<file path="config.mk">
export PLATFORM = sky130hd
export DESIGN_NAME = lowest_free_name_allocator_top
export DESIGN_NICKNAME = d
export VERILOG_FILES = /design/src/hdl/lfna_pkg.sv /design/src/hdl/lowest_free_name_allocator_top.sv /design/src/hdl/lfna_ctrl.sv /design/src/hdl/lfna_dp.sv
export SDC_FILE = /design/constraint.sdc
export NUM_CORES = 1
export LEC_CHECK = 0
export BUFFER_PORTS_ARGS = -buffer_cell sky130_fd_sc_hd__buf_2
export CORE_MARGIN = 2
export CORE_UTILIZATION = 32
export DETAILED_ROUTE_END_ITERATION = 16
export PLACE_DENSITY = 0.44
export SYNTH_ARGS = -nofsm -noshare
export SYNTH_HDL_FRONTEND = slang
export SYNTH_SLANG_ARGS = --single-unit
</file>
<file path="constraint.sdc">
create_clock -name i_clk -period 3.2 [get_ports i_clk]
set_input_delay 0 -clock i_clk [delete_from_list [all_inputs] [get_ports i_clk]]
set_output_delay 0 -clock i_clk [all_outputs]
set_load 0.005 [all_outputs]
</file>
<file path="src/hdl/lfna_pkg.sv">
// Shared types, codes and helper functions for the lowest-free name allocator.
// No dependencies; every other file refers to it by scoped names.
package lfna_pkg;

    // Bitmap row geometry: one memory row holds this many slot bits
    localparam int ROW_BITS = 16;
    localparam int BIT_W    = 4;

    // Request kinds
    localparam logic [1:0] MODE_ALLOC = 2'd0;
    localparam logic [1:0] MODE_REL   = 2'd1;
    localparam logic [1:0] MODE_BIND  = 2'd2;

    // Result status codes
    localparam logic [1:0] ST_DONE    = 2'd0;
    localparam logic [1:0] ST_FULL    = 2'd1;
    localparam logic [1:0] ST_INVALID = 2'd2;

    typedef struct packed {
        logic             found;
        logic [BIT_W-1:0] pos;
    } t_pe;

    // Controller to datapath commands
    typedef struct packed {
        logic       clr;         // zero the row under the pointer, advance
        logic       take;        // capture the input word
        logic       load_hint;   // point at the first row that may hold a hole
        logic       load_idx;    // point at the row of the requested index
        logic       rd;          // read the row under the pointer
        logic       row_inc;
        logic       row_dec;
        logic       alloc_emit;  // mark lowest free bit used and send it
        logic       full_emit;   // send a table-full result
        logic       rel_clear;   // clear the requested bit
        logic       shrink_set;  // size from highest used bit of the row
        logic       bind_set;    // record requested index as bound
        logic       pend;        // latch status for a single result
        logic [1:0] pend_st;
        logic       emit_pend;   // send the single result
    } t_cmd;

    // Datapath to controller status
    typedef struct packed {
        logic [1:0] mode;
        logic       zero_cnt;
        logic       idx_ok;
        logic       row_free;
        logic       row_last;
        logic       row_zero;
        logic       left_one;
        logic       is_top;
        logic       hi_found;
        logic       bit_used;
        logic       out_free;
    } t_sts;

    // Lowest set bit of a row
    function automatic t_pe pe_low(input logic [ROW_BITS-1:0] w);
        t_pe r;
        r = '0;
        for (int i = ROW_BITS - 1; i >= 0; i--) begin
            if (w[i]) begin
                r.found = 1'b1;
                r.pos   = BIT_W'(i);
            end
        end
        return r;
    endfunction

    // Highest set bit of a row
    function automatic t_pe pe_high(input logic [ROW_BITS-1:0] w);
        t_pe r;
        r = '0;
        for (int i = 0; i < ROW_BITS; i++) begin
            if (w[i]) begin
                r.found = 1'b1;
                r.pos   = BIT_W'(i);
            end
        end
        return r;
    endfunction

endpackage

</file>
<file path="src/hdl/lowest_free_name_allocator_top.sv">
// Top level of the lowest-free name allocator: stream ports, sequencer and datapath.
// Depends on lfna_pkg, lfna_ctrl and lfna_dp.
//
//  channel   direction  handshake                   payload
//  request   in         i_s_axis_tvalid/o_..tready  tuser: mode; tdata: count, index
//  result    out        o_m_axis_tvalid/i_..tready  tuser: status; tlast: last;
//                                                   tdata: name_out, bound_slot, table_size
//
// After reset a clearing pass over all ceil(SLOTS/16) rows zeroes the bitmap; no request is
// taken meanwhile. Allocate: take and decode, then a bitmap row read per row scanned from
// the hint row up, one read per name when a hole sits in the current row.
// Release: take, decode, read and clear, plus a read per row scanned downward when the top
// slot is freed. The bitmap memory port sets the pace.
// One output register holds a result; the block waits at emission until it is taken.
module lowest_free_name_allocator_top #(
    parameter int SLOTS     = 256,
    parameter int MAX_BATCH = 16
) (
    input  logic        i_clk,
    input  logic        i_rst_n,
    input  logic        i_s_axis_tvalid,
    output logic        o_s_axis_tready,
    input  logic [15:0] i_s_axis_tdata,   // [4:0] count, [12:5] index, zero fill
    input  logic [1:0]  i_s_axis_tuser,   // [1:0] mode
    output logic        o_m_axis_tvalid,
    input  logic        i_m_axis_tready,
    output logic [31:0] o_m_axis_tdata,   // [7:0] name_out, [15:8] bound_slot,
                                          // [24:16] table_size, zero fill
    output logic [1:0]  o_m_axis_tuser,   // [1:0] status
    output logic        o_m_axis_tlast
);

    lfna_pkg::t_cmd cmd;
    lfna_pkg::t_sts sts;
    logic [7:0]     name;
    logic [7:0]     bound;
    logic [8:0]     size;

    lfna_ctrl u_ctrl (
        .i_clk      (i_clk),
        .i_rst_n    (i_rst_n),
        .i_in_valid (i_s_axis_tvalid),
        .o_in_ready (o_s_axis_tready),
        .i_sts      (sts),
        .o_cmd      (cmd)
    );

    lfna_dp #(
        .SLOTS     (SLOTS),
        .MAX_BATCH (MAX_BATCH)
    ) u_dp (
        .i_clk       (i_clk),
        .i_rst_n     (i_rst_n),
        .i_cmd       (cmd),
        .o_sts       (sts),
        .i_mode      (i_s_axis_tuser),
        .i_count     (i_s_axis_tdata[4:0]),
        .i_index     (i_s_axis_tdata[12:5]),
        .i_out_ready (i_m_axis_tready),
        .o_out_valid (o_m_axis_tvalid),
        .o_name      (name),
        .o_status    (o_m_axis_tuser),
        .o_last      (o_m_axis_tlast),
        .o_bound     (bound),
        .o_size      (size)
    );

    assign o_m_axis_tdata = {7'd0, size, bound, name};

endmodule

</file>
<file path="src/hdl/lfna_ctrl.sv">
// Sequencer for the allocator: clearing pass, request decode, row scans, emission.
// Depends on lfna_pkg for the command and status structs and the codes.
module lfna_ctrl (
    input  logic           i_clk,
    input  logic           i_rst_n,
    input  logic           i_in_valid,
    output logic           o_in_ready,
    input  lfna_pkg::t_sts i_sts,
    output lfna_pkg::t_cmd o_cmd
);

    localparam logic [3:0] S_CLR       = 4'd0;
    localparam logic [3:0] S_IDLE      = 4'd1;
    localparam logic [3:0] S_DEC       = 4'd2;
    localparam logic [3:0] S_ALLOC_RD  = 4'd3;
    localparam logic [3:0] S_ALLOC_CHK = 4'd4;
    localparam logic [3:0] S_REL_RD    = 4'd5;
    localparam logic [3:0] S_REL_CHK   = 4'd6;
    localparam logic [3:0] S_SHR_RD    = 4'd7;
    localparam logic [3:0] S_SHR_CHK   = 4'd8;
    localparam logic [3:0] S_BIND_RD   = 4'd9;
    localparam logic [3:0] S_BIND_CHK  = 4'd10;
    localparam logic [3:0] S_EMIT      = 4'd11;

    logic [3:0] r_state;
    logic [3:0] n_state;

    always_ff @(posedge i_clk) begin
        if (!i_rst_n) begin
            r_state <= S_CLR;
        end else begin
            r_state <= n_state;
        end
    end

    assign o_in_ready = (r_state == S_IDLE);

    always_comb begin
        o_cmd   = '0;
        n_state = r_state;
        unique case (r_state)
            S_CLR: begin
                o_cmd.clr = 1'b1;
                if (i_sts.row_last) begin
                    n_state = S_IDLE;
                end
            end
            S_IDLE: begin
                if (i_in_valid) begin
                    o_cmd.take = 1'b1;
                    n_state    = S_DEC;
                end
            end
            S_DEC: begin
                unique case (i_sts.mode)
                    lfna_pkg::MODE_ALLOC: begin
                        if (i_sts.zero_cnt) begin
                            o_cmd.pend    = 1'b1;
                            o_cmd.pend_st = lfna_pkg::ST_INVALID;
                            n_state       = S_EMIT;
                        end else begin
                            o_cmd.load_hint = 1'b1;
                            n_state         = S_ALLOC_RD;
                        end
                    end
                    lfna_pkg::MODE_REL: begin
                        if (i_sts.idx_ok) begin
                            o_cmd.load_idx = 1'b1;
                            n_state        = S_REL_RD;
                        end else begin
                            o_cmd.pend    = 1'b1;
                            o_cmd.pend_st = lfna_pkg::ST_INVALID;
                            n_state       = S_EMIT;
                        end
                    end
                    lfna_pkg::MODE_BIND: begin
                        if (i_sts.idx_ok) begin
                            o_cmd.load_idx = 1'b1;
                            n_state        = S_BIND_RD;
                        end else begin
                            o_cmd.pend    = 1'b1;
                            o_cmd.pend_st = lfna_pkg::ST_INVALID;
                            n_state       = S_EMIT;
                        end
                    end
                    default: begin
                        o_cmd.pend    = 1'b1;
                        o_cmd.pend_st = lfna_pkg::ST_INVALID;
                        n_state       = S_EMIT;
                    end
                endcase
            end
            S_ALLOC_RD: begin
                o_cmd.rd = 1'b1;
                n_state  = S_ALLOC_CHK;
            end
            S_ALLOC_CHK: begin
                if (i_sts.row_free) begin
                    // hold the row word until the output register frees up
                    if (i_sts.out_free) begin
                        o_cmd.alloc_emit = 1'b1;
                        n_state = i_sts.left_one ? S_IDLE : S_ALLOC_RD;
                    end
                end else if (i_sts.row_last) begin
                    if (i_sts.out_free) begin
                        o_cmd.full_emit = 1'b1;
                        n_state         = S_IDLE;
                    end
                end else begin
                    o_cmd.row_inc = 1'b1;
                    n_state       = S_ALLOC_RD;
                end
            end
            S_REL_RD: begin
                o_cmd.rd = 1'b1;
                n_state  = S_REL_CHK;
            end
            S_REL_CHK: begin
                o_cmd.rel_clear = 1'b1;
                if (!i_sts.is_top || i_sts.hi_found || i_sts.row_zero) begin
                    o_cmd.shrink_set = i_sts.is_top;
                    o_cmd.pend       = 1'b1;
                    o_cmd.pend_st    = lfna_pkg::ST_DONE;
                    n_state          = S_EMIT;
                end else begin
                    o_cmd.row_dec = 1'b1;
                    n_state       = S_SHR_RD;
                end
            end
            S_SHR_RD: begin
                o_cmd.rd = 1'b1;
                n_state  = S_SHR_CHK;
            end
            S_SHR_CHK: begin
                if (i_sts.hi_found || i_sts.row_zero) begin
                    o_cmd.shrink_set = 1'b1;
                    o_cmd.pend       = 1'b1;
                    o_cmd.pend_st    = lfna_pkg::ST_DONE;
                    n_state          = S_EMIT;
                end else begin
                    o_cmd.row_dec = 1'b1;
                    n_state       = S_SHR_RD;
                end
            end
            S_BIND_RD: begin
                o_cmd.rd = 1'b1;
                n_state  = S_BIND_CHK;
            end
            S_BIND_CHK: begin
                o_cmd.pend = 1'b1;
                if (i_sts.bit_used) begin
                    o_cmd.bind_set = 1'b1;
                    o_cmd.pend_st  = lfna_pkg::ST_DONE;
                end else begin
                    o_cmd.pend_st  = lfna_pkg::ST_INVALID;
                end
                n_state = S_EMIT;
            end
            S_EMIT: begin
                if (i_sts.out_free) begin
                    o_cmd.emit_pend = 1'b1;
                    n_state         = S_IDLE;
                end
            end
            default: begin
                n_state = S_IDLE;
            end
        endcase
    end

endmodule

</file>
<file path="src/hdl/lfna_dp.sv">
// Datapath: used bitmap memory in rows, size, bound slot, scan pointer, output register.
// Depends on lfna_pkg for commands, status, codes and the priority encoders.
module lfna_dp #(
    parameter int SLOTS     = 256,
    parameter int MAX_BATCH = 16
) (
    input  logic           i_clk,
    input  logic           i_rst_n,
    input  lfna_pkg::t_cmd i_cmd,
    output lfna_pkg::t_sts o_sts,
    input  logic [1:0]     i_mode,
    input  logic [4:0]     i_count,
    input  logic [7:0]     i_index,
    input  logic           i_out_ready,
    output logic           o_out_valid,
    output logic [7:0]     o_name,
    output logic [1:0]     o_status,
    output logic           o_last,
    output logic [7:0]     o_bound,
    output logic [8:0]     o_size
);

    localparam int RB        = lfna_pkg::ROW_BITS;
    localparam int ROWS      = (SLOTS + RB - 1) / RB;
    localparam int RA_W      = (ROWS > 1) ? $clog2(ROWS) : 1;
    localparam int SLOT_W    = $clog2(SLOTS);
    localparam int SIZE_W    = $clog2(SLOTS + 1);
    localparam int CMP_W     = (SIZE_W > 9) ? SIZE_W : 9;
    localparam int LAST_N    = SLOTS - (ROWS - 1) * RB;
    localparam logic [RB:0]   LAST_ONE  = (RB + 1)'(1) << LAST_N;
    localparam logic [RB-1:0] LAST_MASK = RB'(LAST_ONE - (RB + 1)'(1));
    localparam logic [RA_W-1:0] ROW_LAST = RA_W'(ROWS - 1);
    localparam logic [RB-1:0]   ONE_BIT  = RB'(1);

    logic [RB-1:0]     r_mem [ROWS];
    logic [RB-1:0]     r_rdata;
    logic [RA_W-1:0]   r_row;
    logic [RA_W-1:0]   r_hint;
    logic [SIZE_W-1:0] r_size;
    logic [SLOT_W-1:0] r_cur;
    logic [1:0]        r_mode;
    logic [7:0]        r_index;
    logic [4:0]        r_left;
    logic [1:0]        r_pst;
    logic              r_out_valid;
    logic [7:0]        r_out_name;
    logic [1:0]        r_out_st;
    logic              r_out_last;
    logic [7:0]        r_out_bound;
    logic [8:0]        r_out_size;

    logic [4:0]                 eff_cnt;
    logic [SLOT_W-1:0]          idx_slot;
    logic [RA_W-1:0]            idx_row;
    logic [lfna_pkg::BIT_W-1:0] idx_bit;
    logic [RB-1:0]              idx_mask;
    logic [RB-1:0]              row_valid;
    logic [RB-1:0]              take_mask;
    logic                       same_row;
    lfna_pkg::t_pe              free_pe;
    lfna_pkg::t_pe              hi_pe;
    logic [SLOT_W-1:0]          take_slot;
    logic [SIZE_W-1:0]          take_size;
    logic [SIZE_W-1:0]          n_size_alloc;
    logic [SIZE_W-1:0]          hi_size;
    logic                       out_free;

    // Saturate oversized batches
    assign eff_cnt = (32'(i_count) > 32'(MAX_BATCH)) ? 5'(MAX_BATCH) : i_count;

    assign idx_slot  = SLOT_W'(r_index);
    assign idx_row   = RA_W'(idx_slot >> lfna_pkg::BIT_W);
    assign idx_bit   = lfna_pkg::BIT_W'(idx_slot);
    assign idx_mask  = ONE_BIT << idx_bit;
    assign row_valid = (r_row == ROW_LAST) ? LAST_MASK : '1;
    assign same_row  = (r_row == idx_row);

    // Bits past the table end count as used so the scan skips them
    assign free_pe   = lfna_pkg::pe_low(~r_rdata & row_valid);
    assign take_mask = ONE_BIT << free_pe.pos;
    assign take_slot = SLOT_W'({r_row, free_pe.pos});
    assign take_size = SIZE_W'({r_row, free_pe.pos});
    assign n_size_alloc = (take_size == r_size) ? r_size + SIZE_W'(1) : r_size;

    // The released bit reads back as free when its own row is examined
    assign hi_pe   = lfna_pkg::pe_high(r_rdata & ~(same_row ? idx_mask : '0));
    assign hi_size = SIZE_W'({r_row, hi_pe.pos}) + SIZE_W'(1);

    assign out_free = !r_out_valid || i_out_ready;

    always_comb begin
        o_sts          = '0;
        o_sts.mode     = r_mode;
        o_sts.zero_cnt = (r_left == 5'd0);
        o_sts.idx_ok   = CMP_W'(r_index) < CMP_W'(r_size);
        o_sts.row_free = free_pe.found;
        o_sts.row_last = (r_row == ROW_LAST);
        o_sts.row_zero = (r_row == '0);
        o_sts.left_one = (r_left == 5'd1);
        o_sts.is_top   = (CMP_W'(r_index) + CMP_W'(1)) == CMP_W'(r_size);
        o_sts.hi_found = hi_pe.found;
        o_sts.bit_used = |(r_rdata & idx_mask);
        o_sts.out_free = out_free;
    end

    // Bitmap memory: one write and one registered read per cycle
    always_ff @(posedge i_clk) begin
        if (i_cmd.clr) begin
            r_mem[r_row] <= '0;
        end else if (i_cmd.alloc_emit) begin
            r_mem[r_row] <= r_rdata | take_mask;
        end else if (i_cmd.rel_clear) begin
            r_mem[r_row] <= r_rdata & ~idx_mask;
        end
        if (i_cmd.rd) begin
            r_rdata <= r_mem[r_row];
        end
    end

    always_ff @(posedge i_clk) begin
        if (!i_rst_n) begin
            r_row  <= '0;
            r_hint <= '0;
            r_size <= '0;
            r_cur  <= '0;
        end else begin
            if (i_cmd.clr || i_cmd.row_inc) begin
                r_row <= r_row + RA_W'(1);
            end else if (i_cmd.row_dec) begin
                r_row <= r_row - RA_W'(1);
            end else if (i_cmd.load_hint) begin
                r_row <= r_hint;
            end else if (i_cmd.load_idx) begin
                r_row <= idx_row;
            end
            if (i_cmd.alloc_emit) begin
                r_hint <= r_row;
            end else if (i_cmd.rel_clear && (idx_row < r_hint)) begin
                r_hint <= idx_row;
            end
            if (i_cmd.alloc_emit) begin
                r_size <= n_size_alloc;
            end else if (i_cmd.shrink_set) begin
                r_size <= hi_pe.found ? hi_size : '0;
            end
            if (i_cmd.bind_set) begin
                r_cur <= idx_slot;
            end
        end
    end

    always_ff @(posedge i_clk) begin
        if (i_cmd.take) begin
            r_mode  <= i_mode;
            r_index <= i_index;
            r_left  <= eff_cnt;
        end else if (i_cmd.alloc_emit) begin
            r_left  <= r_left - 5'd1;
        end
        if (i_cmd.pend) begin
            r_pst <= i_cmd.pend_st;
        end
    end

    always_ff @(posedge i_clk) begin
        if (!i_rst_n) begin
            r_out_valid <= 1'b0;
        end else if (i_cmd.alloc_emit || i_cmd.full_emit || i_cmd.emit_pend) begin
            r_out_valid <= 1'b1;
        end else if (i_out_ready) begin
            r_out_valid <= 1'b0;
        end
    end

    always_ff @(posedge i_clk) begin
        if (i_cmd.alloc_emit) begin
            r_out_name  <= 8'(take_slot);
            r_out_st    <= lfna_pkg::ST_DONE;
            r_out_last  <= (r_left == 5'd1);
            r_out_bound <= 8'(r_cur);
            r_out_size  <= 9'(n_size_alloc);
        end else if (i_cmd.full_emit) begin
            r_out_name  <= 8'd0;
            r_out_st    <= lfna_pkg::ST_FULL;
            r_out_last  <= 1'b1;
            r_out_bound <= 8'(r_cur);
            r_out_size  <= 9'(r_size);
        end else if (i_cmd.emit_pend) begin
            r_out_name  <= (r_mode == lfna_pkg::MODE_ALLOC) ? 8'd0 : r_index;
            r_out_st    <= r_pst;
            r_out_last  <= 1'b1;
            r_out_bound <= 8'(r_cur);
            r_out_size  <= 9'(r_size);
        end
    end

    assign o_out_valid = r_out_valid;
    assign o_name      = r_out_name;
    assign o_status    = r_out_st;
    assign o_last      = r_out_last;
    assign o_bound     = r_out_bound;
    assign o_size      = r_out_size;

endmodule

</file>
Yosys cells after proc, flatten, opt, wreduce, memory -nomap -nowiden
Memory sizes are Yosys's and may differ from the RTL's. A register that Yosys moved wholly into a read port is not among the register bits.
Cells that the tools add are included.

storage, ports and cells
  memory bits (writable) = 256
  memories = 1
  bits in registers = 75
  memory bits (read-only) = 0
  bits in latches = 0
  word-level logic and storage cells = 206

memories
  memory      words  bits a word  read ports  clocked after memory_dff  write ports  RTL line       RTL
  u_dp.r_mem  16     16           1           1                         1            lfna_dp.sv:35  logic [RB-1:0] r_mem [ROWS];

operators by class
  reduce and logical (&&, ||, !) cells = 26
  shift operators = 2
  add/subtract/negate cells = 6
  $mul = 0
  div/mod/pow operators = 0
  bitwise operators = 9
  mux-type cells = 122
  magnitude comparators = 3
  equal/unequal tests = 21

operators with widths
  kind                                                                   number
  5-bit two-way mux                                                      35
  4-bit two-way mux                                                      16
  9-bit two-way mux                                                      7
  8-bit two-way mux                                                      7
  16-bit bitwise AND                                                     3
  16-bit two-way mux                                                     3
  16-bit NOT                                                             3
  4-bit case mux with 12 select lines                                    1
  1-bit two-way mux                                                      39
  1-bit by 4-bit << shifter with 16-bit output, first input constant     2
  4-bit equality test, second input constant                             5
  8-bit by 1-bit adder with 9-bit output, second input constant          2
  4-bit by 3-bit equality test with 1-bit output, second input constant  4
  16-bit OR                                                              1
  16-bit OR reduction                                                    1
  3-bit two-way mux                                                      4
  3-bit case mux with 4 select lines                                     1
  4-bit case mux with 3 select lines                                     1
  2-bit two-way mux                                                      5
  2-bit nonzero test                                                     5
  9-bit by 1-bit adder with 9-bit output, second input constant          1
  8-bit by 9-bit equality test with 1-bit output                         1
  9-bit equality test                                                    1
  8-bit by 9-bit < comparator with 1-bit output                          1
  other kinds (27)                                                       40

Logic depth before layout (Yosys ltp)
Gate-level depths: netlist of the first run.

  depth in word-level cells = 26
  gate-level depth with buffers = 13

Modules after synthesis
Synthesis of the first run repeated with hierarchy kept, for this count alone.

unflattened totals
  cell total of the unflattened synthesis = 1084
  area, all modules = 16101.7 sq um

by module, submodules not included
  module                          area an instance (sq um)  seq. area each (sq um)  cells an instance  times used
  lfna_dp                         15359.7                   10019.6                 982                1
  lfna_ctrl                       685.7                     80.1                    94                 1
  lowest_free_name_allocator_top  56.3                      0.0                     8                  1

Least setup slack after synthesis of the first run
OpenSTA, ideal clock, no wires.

  kind = reg-to-reg
  start point = register u_ctrl.r_state[0]
  end point = memory u_dp.r_mem[2][0] (netlist name) (enable)
  stages on the path, launching flop included = 10
  buffers on the path = 3
  data arrival time = 2.950 ns
  clock period less this slack = 3.360 ns
  slack = -0.160 ns
  setup time = 0.409 ns
  path through = dfxtp_1 clkbuf_1 nor2_1 nand3_1 or2_1 buf_2 buf_1 nand2_1 nand2_1 nor3_1

on the way
  cells in the longest elaborated chain, start to end = 7
  elaborated cells between the ends (all ways) = 17
  classes of those cells = eq/ne (2); mux (12); bitwise (2); reduce/logical (1)

RTL lines
  item                                                                   RTL line                        RTL
  start: declaration                                                     lfna_ctrl.sv:25                 logic [3:0] r_state;
  start signal: assignment                                               lfna_ctrl.sv:32                 r_state <= n_state;
  4-bit by 3-bit equality test with 1-bit output                         lfna_ctrl.sv:41                 unique case (r_state)
  2-bit two-way mux / 1-bit two-way mux (equally long branches)          lfna_ctrl.sv:41
  1-bit two-way mux (on tied branches)                                   lfna_dp.sv:110, lfna_dp.sv:112
  1-bit two-way mux (on tied branches)                                   lfna_dp.sv:108, lfna_dp.sv:110
  1-bit two-way mux (on tied branches)                                   lfna_dp.sv:111, lfna_dp.sv:108
  1-bit OR (no source line) / 1-bit two-way mux (equally long branches)  --
  1-bit OR (no source line) (*)                                          --
  end: declaration                                                       lfna_dp.sv:35

Every way passes the cells marked *; elsewhere a longest branch is shown, timed or not.

==> flow_summary.toml, run 1 <==
[sta]
finalCritPeriodShare_pct = 95.4
finClkSkew_ns = 0.0402
setup_ws_ns = 0.146
max_slew_margin_pct = 29.4
finalHoldViolations = 0
period_needed_ns = 3.05
rsz0062_at_grt = "no"
finalSetupViolations = 0
tightest_slew_ns = 1.05
slew_viol_final = 0
fmax_mhz = 327

[global_routing]
antenna_found_initial = 0
track_usage_pct = 17.2
grt_pass1_vias = 10400
grt-ovfl-total = 0
grt_max_degree = 58
grt_pass1_wl_mm = 67.3

[pwr]
p_sw_w = 0.00221
max-vdd-ir-drop_mv = 0.343
power_w = 0.00987
switching_share_pct = 22.4
pwr-share-seq_pct = 50.5
power_density_nw_per_um2 = 505
clockPowerShare_pct = 43.8
p_comb_share_pct = 5.7
power_leakage_nw = 6.24
p_int_w = 0.00766

[die]
die_h_um = 229
ios = 59
start_util_pct = 32.3
fp.dieW_um = 229
die-area_um2 = 52300
row_count = 82
core_area_um2 = 50000

[detailed_routing]
vias_per_cell = 5.13
dr.pass1.iters = 5
route.vias.total = 10100
drtIter0Drc = 809
route.detailed.drc = 0
wl_mm = 44.6
drtAntennaViolNets = 0
wl_per_cell_um = 22.6

[place]
placed_area_um2 = 18000
dp_hpwl_mm = 29.4
portBuffers = 48
pre_cts_slack_ns = 0.0541
gp_congestion = 0.910

[layout]
layout-drive-gt1-share_pct = 27.5
areaGrowthSynthToFinish_pct = 21.0
finalInstanceArea_um2 = 19500
nets = 1325
n_fill_cell = 4697
diodes = 0

[clock_network]
clkSinkCount = 346
cts_tree = "yes"
cts_made_buffers = 40
cts_root_buf = "clkbuf_16"
clk_latency_ns = 0.58
ctsLongestPathBuffers = 3
ctsHtreeMaxLevel = 2
path_clk_slew_ns = 0.06

[synth]
netlist.area_leader.share_pct = 58.4
synth_cell_types = 84
synthCells = 1108
synth_area_leaders = "edfxtp_1 58%, mux4_2 11%, dfxtp_1 4.0%, ha_1 2.6%, a21oi_1 1.9%"
synth-seq-area-share_pct = 62.3
synth_largest_area_cell = "edfxtp_1"
async_reset_ff_share_pct = 0
ys_ff_latch = 346
synthTopCellsByCount = "314 x edfxtp_1, 80 x mux4_2, 78 x nand2_1, 76 x nor2_1, 62 x a21oi_1"
synth_edf_count = 314
synth-main-ff-cell = "edfxtp_1"
synth_area_um2 = 16200
syn_area_per_cell_um2 = 14.6
synth.most_common_cell = "edfxtp_1"
yosys_warnings = 0

[critical_path]
crit_required_ns = 3.53
crit_fanout = 9
path_class = "flip-flop to flip-flop"
crit_arrival_ns = 3.38
crit_path_start_kind = "flip-flop"
end_kind = "flip-flop"

[run_status]
status = "finished, final reports clean"

[worst_hold_path]
hold_class = "primary input to flip-flop"

[run]
max_cap_violations = 0
-- final cells by class --
cell class,instances,area (um^2),share of cell area [%]
clock buffer,48,1050,5.38
inverter,34,128,0.653
tap,672,841,4.30
timing repair buffer,181,1480,7.57
multi-input combinational,667,5770,29.5
sequential,346,10100,51.6
clock inverter,24,190,0.973
-- power by group through the flow --
stage                     Sequential, W  Combinational (W)  Clock (W)
after floorplan                 0.00507           0.000348          0
after global placement          0.00508           0.000555          0
after detailed placement        0.00508           0.000553          0
after CTS                       0.00499           0.000570    0.00445
after global routing            0.00499           0.000597    0.00464
final                           0.00498           0.000558    0.00432
-- routing by layer --
| layer | GRT usage, % | up-vias | wire length (um) |
|---|---|---|---|
| met3 | 2.45 | 94 | 1730 |
| met2 | 29.1 | 225 | 21600 |
| li1 | - | 4638 | - |
| met5 | 0 | - | 0 |
| met4 | 6.11 | 0 | 1420 |
| met1 | 22.5 | 5161 | 19800 |
-- worst max-delay path, cell delays in order (launching register included) --
cell	delay, ns
edfxtp_1	0.57
buf_4	0.18
nor2b_1	0.18
buf_4	0.17
nand2_1	0.09
o21ai_1	0.29
nand4_2	0.16
or4_4	0.54
or3_1	0.35
a31oi_1	0.22
nand2b_1	0.09
-- cells by family after synthesis --
kind of cell,after synthesis,synth area share [%]
xor+xnor,36,2.35
flops,346,62.3
fa+ha+maj,33,2.56
compound gates,201,8.24
simple gates,291,9.28
other cells,1,0.0232
buf+inv,101,2.84
mux,99,12.4
-- what timing repair did --
action	in CTS	in global routing
setup endpoints to repair	0	136
endpoints found under the hold margin	25	0
buffers inserted	0	6
resized for setup	0	16
hold buffers	21	0
-- state kept, by name, indices dropped and copies added, names as in the netlist --
name / cells
u_dp.o_status: 2
u_dp.r_row: 4
u_dp.o_size: 9
u_dp.o_last: 1
u_dp.o_name: 8
u_dp.r_left: 5
u_dp.r_pst: 1
u_dp.o_out_valid: 1
u_dp.r_mode: 2
u_dp.r_cur: 8
u_dp.o_bound: 8
u_dp.idx_slot: 8
u_dp.r_rdata: 16
u_dp.r_hint: 4
u_ctrl.r_state: 4
u_dp.r_mem: 256
u_dp.r_size: 9
-- placed cells by master (no fill, tap or decap), types with 7 or more instances in the layout --
master | Yosys | layout
a211oi_1 | 9 | 9
a21oi_1 | 62 | 61
a31oi_1 | 11 | 10
and2_1 | 9 | 9
buf_12 | 0 | 15
buf_2 | 10 | 48
buf_4 | 8 | 97
clkbuf_16 | 0 | 40
clkinv_1 | 0 | 12
conb_1 | 1 | 7
dfxtp_1 | 32 | 28
dlygate4sd3_1 | 0 | 21
edfxtp_1 | 314 | 314
ha_1 | 33 | 32
inv_1 | 34 | 34
mux2i_1 | 15 | 15
mux4_2 | 80 | 80
nand2_1 | 78 | 78
nand2b_1 | 12 | 12
nand3_1 | 26 | 26
nand4_1 | 12 | 12
nor2_1 | 76 | 56
nor2_2 | 0 | 20
nor2b_1 | 12 | 12
nor3_1 | 21 | 17
o211ai_1 | 10 | 10
o21ai_0 | 27 | 26
o21ai_1 | 16 | 13
o21ai_2 | 7 | 11
xnor2_1 | 25 | 25
xor2_1 | 7 | 7
-- final timing paths --
kind,from,end,slack [ns],cells after the start
worst min register to register,u_dp.r_cur[6],u_dp.o_bound[6],0.43,0
worst max register to register,u_dp.idx_slot[2],u_dp.r_pst[1],0.15,10
worst min-delay path,i_s_axis_tvalid,u_dp.r_left[3],0.08,3
worst max-delay path,u_dp.idx_slot[2],u_dp.r_pst[1],0.15,10
-- stage by stage --
stage | hold slack, ns | utilization [%] | std cells | setup TNS, ns
finish | 0.0753 | 39.1 | 1972 | 0
global route | 0.111 | 39.1 | 1972 | 0
CTS | 0.0484 | 38.9 | 1966 | 0
detailed placement | 0.179 | 36.0 | 1873 | 0
global placement | 0.180 | 36.0 | 1873 | -0.00613
floorplan | 0.0989 | - | 1114 | 0
No activity file was read; power rests on OpenSTA's default activity.
==> run 2: changes to the inputs <==
--- a/config.mk
+++ b/config.mk
@@ -5,6 +5,7 @@
 export SDC_FILE = /design/constraint.sdc
 export NUM_CORES = 1
 export LEC_CHECK = 0
+export ABC_AREA = 1
 export BUFFER_PORTS_ARGS = -buffer_cell sky130_fd_sc_hd__buf_2
 export CORE_MARGIN = 2
 export CORE_UTILIZATION = 32
==> run 2 against run 1 <==
  * Non-clock buffer count decreased by 13
  * Sequential share of layout area increased by 0.66 points
  * First-iteration DRC count increased by 12%
  * Utilization increased by 0.12 points
==> flow_summary.toml, run 2 <==
[synth]
netlist.area_leader.share_pct = 58.9
async_reset_ff_share_pct = 0
ys_ff_latch = 346
synthAdderAreaFrac_pct = 2.58
synthCells = 1534
synth_cell_types = 57
synth.most_common_cell = "edfxtp_1"
synth_area_leaders = "edfxtp_1 59%, o21ai_0 6.4%, nand2_1 5.4%, nor2_1 4.5%, dfxtp_1 4.0%"
yosys.area_share.simple_pct = 14.5
synth_edf_count = 314
synth-seq-area-share_pct = 62.9
yosys_warnings = 0
synth_largest_area_cell = "edfxtp_1"
synth_area_um2 = 16000
synth.area.mux_share_pct = 0
synth_top_family_by_area = "simple AND/OR/NAND/NOR gates"
synth_xor_area_share_pct = 1.09
syn_area_per_cell_um2 = 10.4
synth-main-ff-cell = "edfxtp_1"
synthTopCellsByCount = "314 x edfxtp_1, 230 x nand2_1, 206 x o21ai_0, 193 x nor2_1, 116 x inv_1"
synth_compound_area_share_pct = 13.6

[layout]
largest_register_ffs = 256
layout_common_cells = "314 x edfxtp_1, 229 x nand2_1, 203 x o21ai_0, 175 x nor2_1, 113 x inv_1"
multi_input_area_um2 = 5240
layout-drive-gt1-share_pct = 16.3
layout_commonest_cell = "edfxtp_1"
diodes = 0
regArea_um2 = 10100
nets = 1734
top_regs = "u_dp.r_mem x256, u_dp.r_rdata x16"
n_fill_cell = 4801
largest_register = "u_dp.r_mem"
areaGrowthSynthToFinish_pct = 20.5
finalInstanceArea_um2 = 19300

[detailed_routing]
drtIter0Drc = 910
route.detailed.drc = 0
drtAntennaViolNets = 0
route.vias.total = 12000
dr.pass1.iters = 5
wl_per_cell_um = 20.8
wl_mm = 49.4
vias_per_cell = 5.05

[sta]
finalHoldViolations = 0
rsz0062_at_grt = "yes"
fmax_mhz = 342
finClkSkew_ns = 0.0372
slew_viol_final = 0
finalCritPeriodShare_pct = 91.4
finalSetupViolations = 0
period_needed_ns = 2.92
max_slew_margin_pct = 32.3
tightest_slew_ns = 1.01
tns_ns = 0

[critical_path]
r2r_end = "u_dp.r_mem[2][9]"
path_cells = "o21ai_0 -> a21oi_1 -> o21ai_0 -> nand2_1 -> nand2_1 -> nand2_1 -> nand2_1 -> nand2_1 -> nand2_1 -> nand2_1 -> nand2_1 -> nand2_1 -> buf_4 -> nor2_1 -> nand2_1 -> inv_1 -> a21oi_1 -> o22ai_1 -> buf_4"
r2r_slack_ns = 0.28
crit_arrival_ns = 3.33
critPathTopFamily = "simple AND/OR/NAND/NOR gates"
end_kind = "flip-flop"
path_class = "flip-flop to flip-flop"
worst_r2r_path_depth = 19
cp_num_cells = 19
critPathLaunch = "u_dp.r_rdata[15]"
critPathCapture = "u_dp.r_mem[2][9]"
crit_fanout = 16
crit_path_top_delay_cell = "edfxtp_1"
cp_num_buf_inv = 3
crit_required_ns = 3.61
r2r_start = "u_dp.r_rdata[15]"
cpPeakStageDelay_ns = 0.44
crit_top_cell = "nand2_1"
crit_path_start_kind = "flip-flop"

[pwr]
max-vdd-ir-drop_mv = 0.404
power_density_nw_per_um2 = 526
p_comb_share_pct = 6.7
p_sw_w = 0.00240
p_int_w = 0.00773
power_leakage_nw = 7.25
clockPowerShare_pct = 44.1
switching_share_pct = 23.7
pwr-share-seq_pct = 49.2

[run]
max_cap_violations = 0

[run_status]
status = "finished, final reports clean"

[clock_network]
cts_root_buf = "clkbuf_16"
clk_latency_ns = 0.58
ctsHtreeMaxLevel = 2
cts_made_buffers = 40
cts_tree = "yes"
path_clk_slew_ns = 0.07
clkSinkCount = 346
ctsLongestPathBuffers = 3

[die]
row_count = 81
die_h_um = 228
core_area_um2 = 49200
ios = 59
die-area_um2 = 51800
fp.dieW_um = 228
start_util_pct = 32.6

[place]
gp_congestion = 0.885
portBuffers = 48
placed_area_um2 = 17700
dp_hpwl_mm = 31.6

[global_routing]
grt_max_degree = 135
grt_pass1_vias = 11600
grt-ovfl-total = 0
grt_pass1_wl_mm = 74.7
track_usage_pct = 19.4
antenna_found_initial = 0

[worst_hold_path]
hold_class = "primary input to flip-flop"
hold_path_depth = 5
run 2: worst min-delay path by stage:
stage / startpoint / endpoint / slack [ns]
after floorplan: i_s_axis_tdata[5] / u_dp.idx_slot[0] / 0.1
after global placement: i_s_axis_tdata[11] / u_dp.idx_slot[6] / 0.18
after detailed placement: i_s_axis_tdata[11] / u_dp.idx_slot[6] / 0.18
after CTS: i_m_axis_tready / u_dp.o_out_valid / 0.02
after global routing: i_m_axis_tready / u_dp.o_out_valid / 0.06
final: i_m_axis_tready / u_dp.o_out_valid / 0.03
run 2: stage by stage:
| stage | power, W | util, % | hold slack, ns | std cells | setup slack (ns) |
|---|---|---|---|---|---|
| 2_1_floorplan | 0.00547 | - | 0.0989 | 1540 | 0.278 |
| 3_3_place_gp | 0.00575 | 36.0 | 0.181 | 2271 | 0.108 |
| 3_5_place_dp | 0.00575 | 36.0 | 0.179 | 2271 | 0.0808 |
| 4_1_cts | 0.0103 | 39.0 | 0.0151 | 2364 | 0.0431 |
| 5_1_grt | 0.0105 | 39.2 | 0.0617 | 2373 | -0.0387 |
| 6_report | 0.0101 | 39.2 | 0.0343 | 2373 | 0.276 |
run 2: logic make-up (layout without fill, tap and decap cells):
family	count (synthesis)	after routing
simple gates	542	542
xor+xnor	20	20
compound gates	389	389
fa+ha+maj	33	33
buf+inv	203	372
flops	346	346
other cells	1	7
run 2: final cells by class:
cell class / count / area share, %
tap: 664 / 4.31
inverter: 132 / 2.62
clock buffer: 50 / 5.55
timing repair buffer: 168 / 7.03
clock inverter: 22 / 1.08
sequential: 346 / 52.2
multi-input combinational: 991 / 27.2
run 2: layer usage:
| metal | GRT usage, % | routed length (um) | vias up |
|---|---|---|---|
| li1 | - | - | 5746 |
| met1 | 26.9 | 22700 | 5858 |
| met2 | 31.7 | 23300 | 309 |
| met3 | 2.39 | 2110 | 73 |
| met4 | 6.33 | 1310 | 0 |
| met5 | 0 | 0 | - |
run 2: tightest hold or removal path: cells and delay by family:
family	cells	cell delay, ns
AO/OA/AOI/OAI	1	0.17
buffers and inverters	3	0.29
AND/OR/NAND/NOR	1	0.07
run 2: power groups by stage:
stage	clock network, W	registers, W	logic [W]
5_1_grt	0.00474	0.00498	0.000751
4_1_cts	0.00459	0.00498	0.000689
6_report	0.00447	0.00498	0.000680
3_5_place_dp	0	0.00508	0.000671
2_1_floorplan	0	0.00507	0.000404
3_3_place_gp	0	0.00508	0.000672
run 2: what timing repair did:
action | 4_1_cts | 5_1_grt
hold endpoints to repair | 39 | 0
endpoints found under the setup margin | 0 | 178
resized for setup | 0 | 18
buffers inserted | 0 | 9
hold buffers | 21 | 0
==> run 3: changes to the inputs <==
--- a/config.mk
+++ b/config.mk
@@ -7,6 +7,7 @@
 export LEC_CHECK = 0
 export ABC_AREA = 1
 export BUFFER_PORTS_ARGS = -buffer_cell sky130_fd_sc_hd__buf_2
+export CORE_ASPECT_RATIO = 1.75
 export CORE_MARGIN = 2
 export CORE_UTILIZATION = 32
 export DETAILED_ROUTE_END_ITERATION = 16
==> run 3 against run 2 <==
  * Power decreased by 4.9%
  * Worst hold slack better by 0.012 ns
  * Largest cell class unchanged
  * Final cell count decreased by 0.34%
  * Highest routed layer unchanged
  * Clock skew decreased by 0.016 ns
  * Sequential share of layout area increased by 0.61 points
  * First-iteration DRC count is 12% lower
  * Largest power group unchanged
  * Critical path depth fell by 5
==> flow_summary.toml, run 3 (same netlist as run 2, synthesis figures left out) <==
[clock_network]
clk_latency_ns = 0.53
cts_made_buffers = 34
path_clk_slew_ns = 0.06
ctsLongestPathBuffers = 3
cts_root_buf = "clkbuf_16"
clkSinkCount = 346
cts_tree = "yes"
ctsHtreeMaxLevel = 2

[layout]
n_fill_cell = 4909
layout_common_cells = "314 x edfxtp_1, 229 x nand2_1, 206 x o21ai_0, 177 x nor2_1, 114 x inv_1"
nets = 1738
finalInstanceArea_um2 = 19100
largest_register = "u_dp.r_mem"
layout-drive-gt1-share_pct = 16.1
largest_register_ffs = 256
top_regs = "u_dp.r_mem x256, u_dp.r_rdata x16"
areaGrowthSynthToFinish_pct = 19.1
layout_commonest_cell = "edfxtp_1"

[critical_path]
path_class = "flip-flop to flip-flop"
crit_path_start_kind = "flip-flop"
r2r_slack_ns = 0.14
path_cells = "buf_4 -> ha_1 -> a21oi_1 -> nor3_1 -> a21oi_1 -> nand3_1 -> inv_1 -> nand3_1 -> nand2_1 -> nor2_2 -> clkinv_2 -> nand3_1 -> o211ai_1 -> inv_1"
crit_path_top_delay_cell = "edfxtp_1"
crit_fanout = 6
cp_num_buf_inv = 4
cpPeakStageDelay_ns = 0.50
r2r_start = "u_dp.idx_slot[6]"
crit_top_cell = "nand3_1"
worst_r2r_path_depth = 14
critPathTopFamily = "simple AND/OR/NAND/NOR gates"
crit_arrival_ns = 3.48
end_kind = "flip-flop"
r2r_end = "u_dp.r_row[1]"
crit_required_ns = 3.62

[die]
start_util_pct = 32.4
ios = 59
die_h_um = 300
core_area_um2 = 49500
die-area_um2 = 51900
fp.dieW_um = 173
row_count = 108

[global_routing]
track_usage_pct = 19.6
grt_pass1_wl_mm = 76.2
antenna_found_initial = 0
grt_pass1_vias = 12100
grt-ovfl-total = 0
grt_max_degree = 64

[sta]
finalSetupViolations = 0
rsz0062_at_grt = "no"
fmax_mhz = 327
slew_viol_final = 0
tns_ns = 0
tightest_slew_ns = 0.907
finalHoldViolations = 0
finClkSkew_ns = 0.0211
period_needed_ns = 3.06
max_slew_margin_pct = 39.4
finalCritPeriodShare_pct = 95.6

[detailed_routing]
drtAntennaViolNets = 0
route.vias.total = 12000
wl_per_cell_um = 21.7
vias_per_cell = 5.09
dr.pass1.iters = 5
drtIter0Drc = 803
route.detailed.drc = 0
wl_mm = 51.3

[pwr]
power_density_nw_per_um2 = 506
p_int_w = 0.00742
switching_share_pct = 23.0
pwr-share-seq_pct = 51.6
p_comb_share_pct = 7.2
power_leakage_nw = 7.19
clockPowerShare_pct = 41.2
max-vdd-ir-drop_mv = 0.317
p_sw_w = 0.00222

[place]
portBuffers = 48
dp_hpwl_mm = 35.9
gp_congestion = 0.924
placed_area_um2 = 17700

[worst_hold_path]
hold_path_depth = 5
holdPathEnd = "u_dp.o_status[1]"
hold_start = "i_m_axis_tready"
hold_class = "primary input to flip-flop"

[run]
max_cap_violations = 0

[run_status]
status = "finished, final reports clean"
-- run 3: cell count changes in the layout (fill, tap and decap cells not counted), sizes merged --
cell / previous run / this run
buf: 147 / 157
clkbuf: 50 / 40
diode: 0 / 1
bufinv: 2 / 3
inv: 132 / 130
clkinv: 19 / 16
clkinvlp: 1 / 0
-- run 3: power groups by stage --
stage / Sequential (W) / Combinational [W] / Clock [W]
after floorplan: 0.00507 / 0.000404 / 0
after global placement: 0.00508 / 0.000686 / 0
after detailed placement: 0.00508 / 0.000691 / 0
after CTS: 0.00498 / 0.000709 / 0.00407
after global routing: 0.00498 / 0.000764 / 0.00423
final: 0.00498 / 0.000694 / 0.00397
-- run 3: through the flow --
step | utilization, % | setup slack [ns] | hold slack [ns] | total power [W] | std cells
after floorplan | - | 0.278 | 0.0989 | 0.00547 | 1540
after global placement | 35.9 | 0.122 | 0.177 | 0.00576 | 2284
after detailed placement | 35.9 | 0.161 | 0.182 | 0.00577 | 2284
after CTS | 38.4 | 0.144 | 0.0314 | 0.00976 | 2362
after global routing | 38.5 | 0.0120 | 0.100 | 0.00998 | 2364
final | 38.5 | 0.142 | 0.0463 | 0.00964 | 2365
-- run 3: layout make-up --
cell class	count	area, um^2	share of cell area [%]
Antenna cell	1	2.50	0.0131
Clock buffer	40	895	4.69
Clock inverter	17	168	0.880
Inverter	132	505	2.65
Multi-Input combinational cell	991	5210	27.3
Sequential cell	346	10100	52.9
Tap cell	660	826	4.33
Timing Repair Buffer	178	1380	7.25
-- run 3: repair_timing --
action	4_1_cts	5_1_grt
hold endpoints to repair	31	0
endpoints found under the setup margin	0	11
buffers inserted	0	2
gates resized for setup	0	8
hold buffers	21	0
-- run 3: metal layers --
metal | vias up | track usage, % | part of all wire [%]
met5 | - | 0 | 0
met3 | 95 | 1.88 | 2.9
met4 | 0 | 10.3 | 5.7
met1 | 5947 | 20.5 | 37
li1 | 5749 | - | -
met2 | 243 | 38.5 | 55
-- run 3: worst register-to-register path, stage by stage, from the launching register on --
cell and delay, ns:
edfxtp_1 0.50, buf_4 0.21, ha_1 0.30, a21oi_1 0.13, nor3_1 0.06, a21oi_1 0.42
nand3_1 0.33, inv_1 0.15, nand3_1 0.09, nand2_1 0.33, nor2_2 0.11, clkinv_2 0.10
nand3_1 0.08, o211ai_1 0.09, inv_1 0.05
-- run 3: how the worst max path moves through the flow --
stage / start / end / slack (ns) / depth (start not counted)
final: u_dp.idx_slot[6] / u_dp.r_row[1] / 0.14 / 14
after global routing: u_dp.idx_slot[6] / u_dp.r_size[6] / 0.01 / 28
after CTS: u_dp.idx_slot[1] / u_dp.r_row[1] / 0.14 / 16
after detailed placement: u_dp.idx_slot[0] / u_dp.r_size[6] / 0.16 / 27
after global placement: u_dp.idx_slot[1] / u_dp.r_row[1] / 0.12 / 16
after floorplan: u_ctrl.r_state[3] / u_dp.r_mem[3][0] / 0.28 / 10
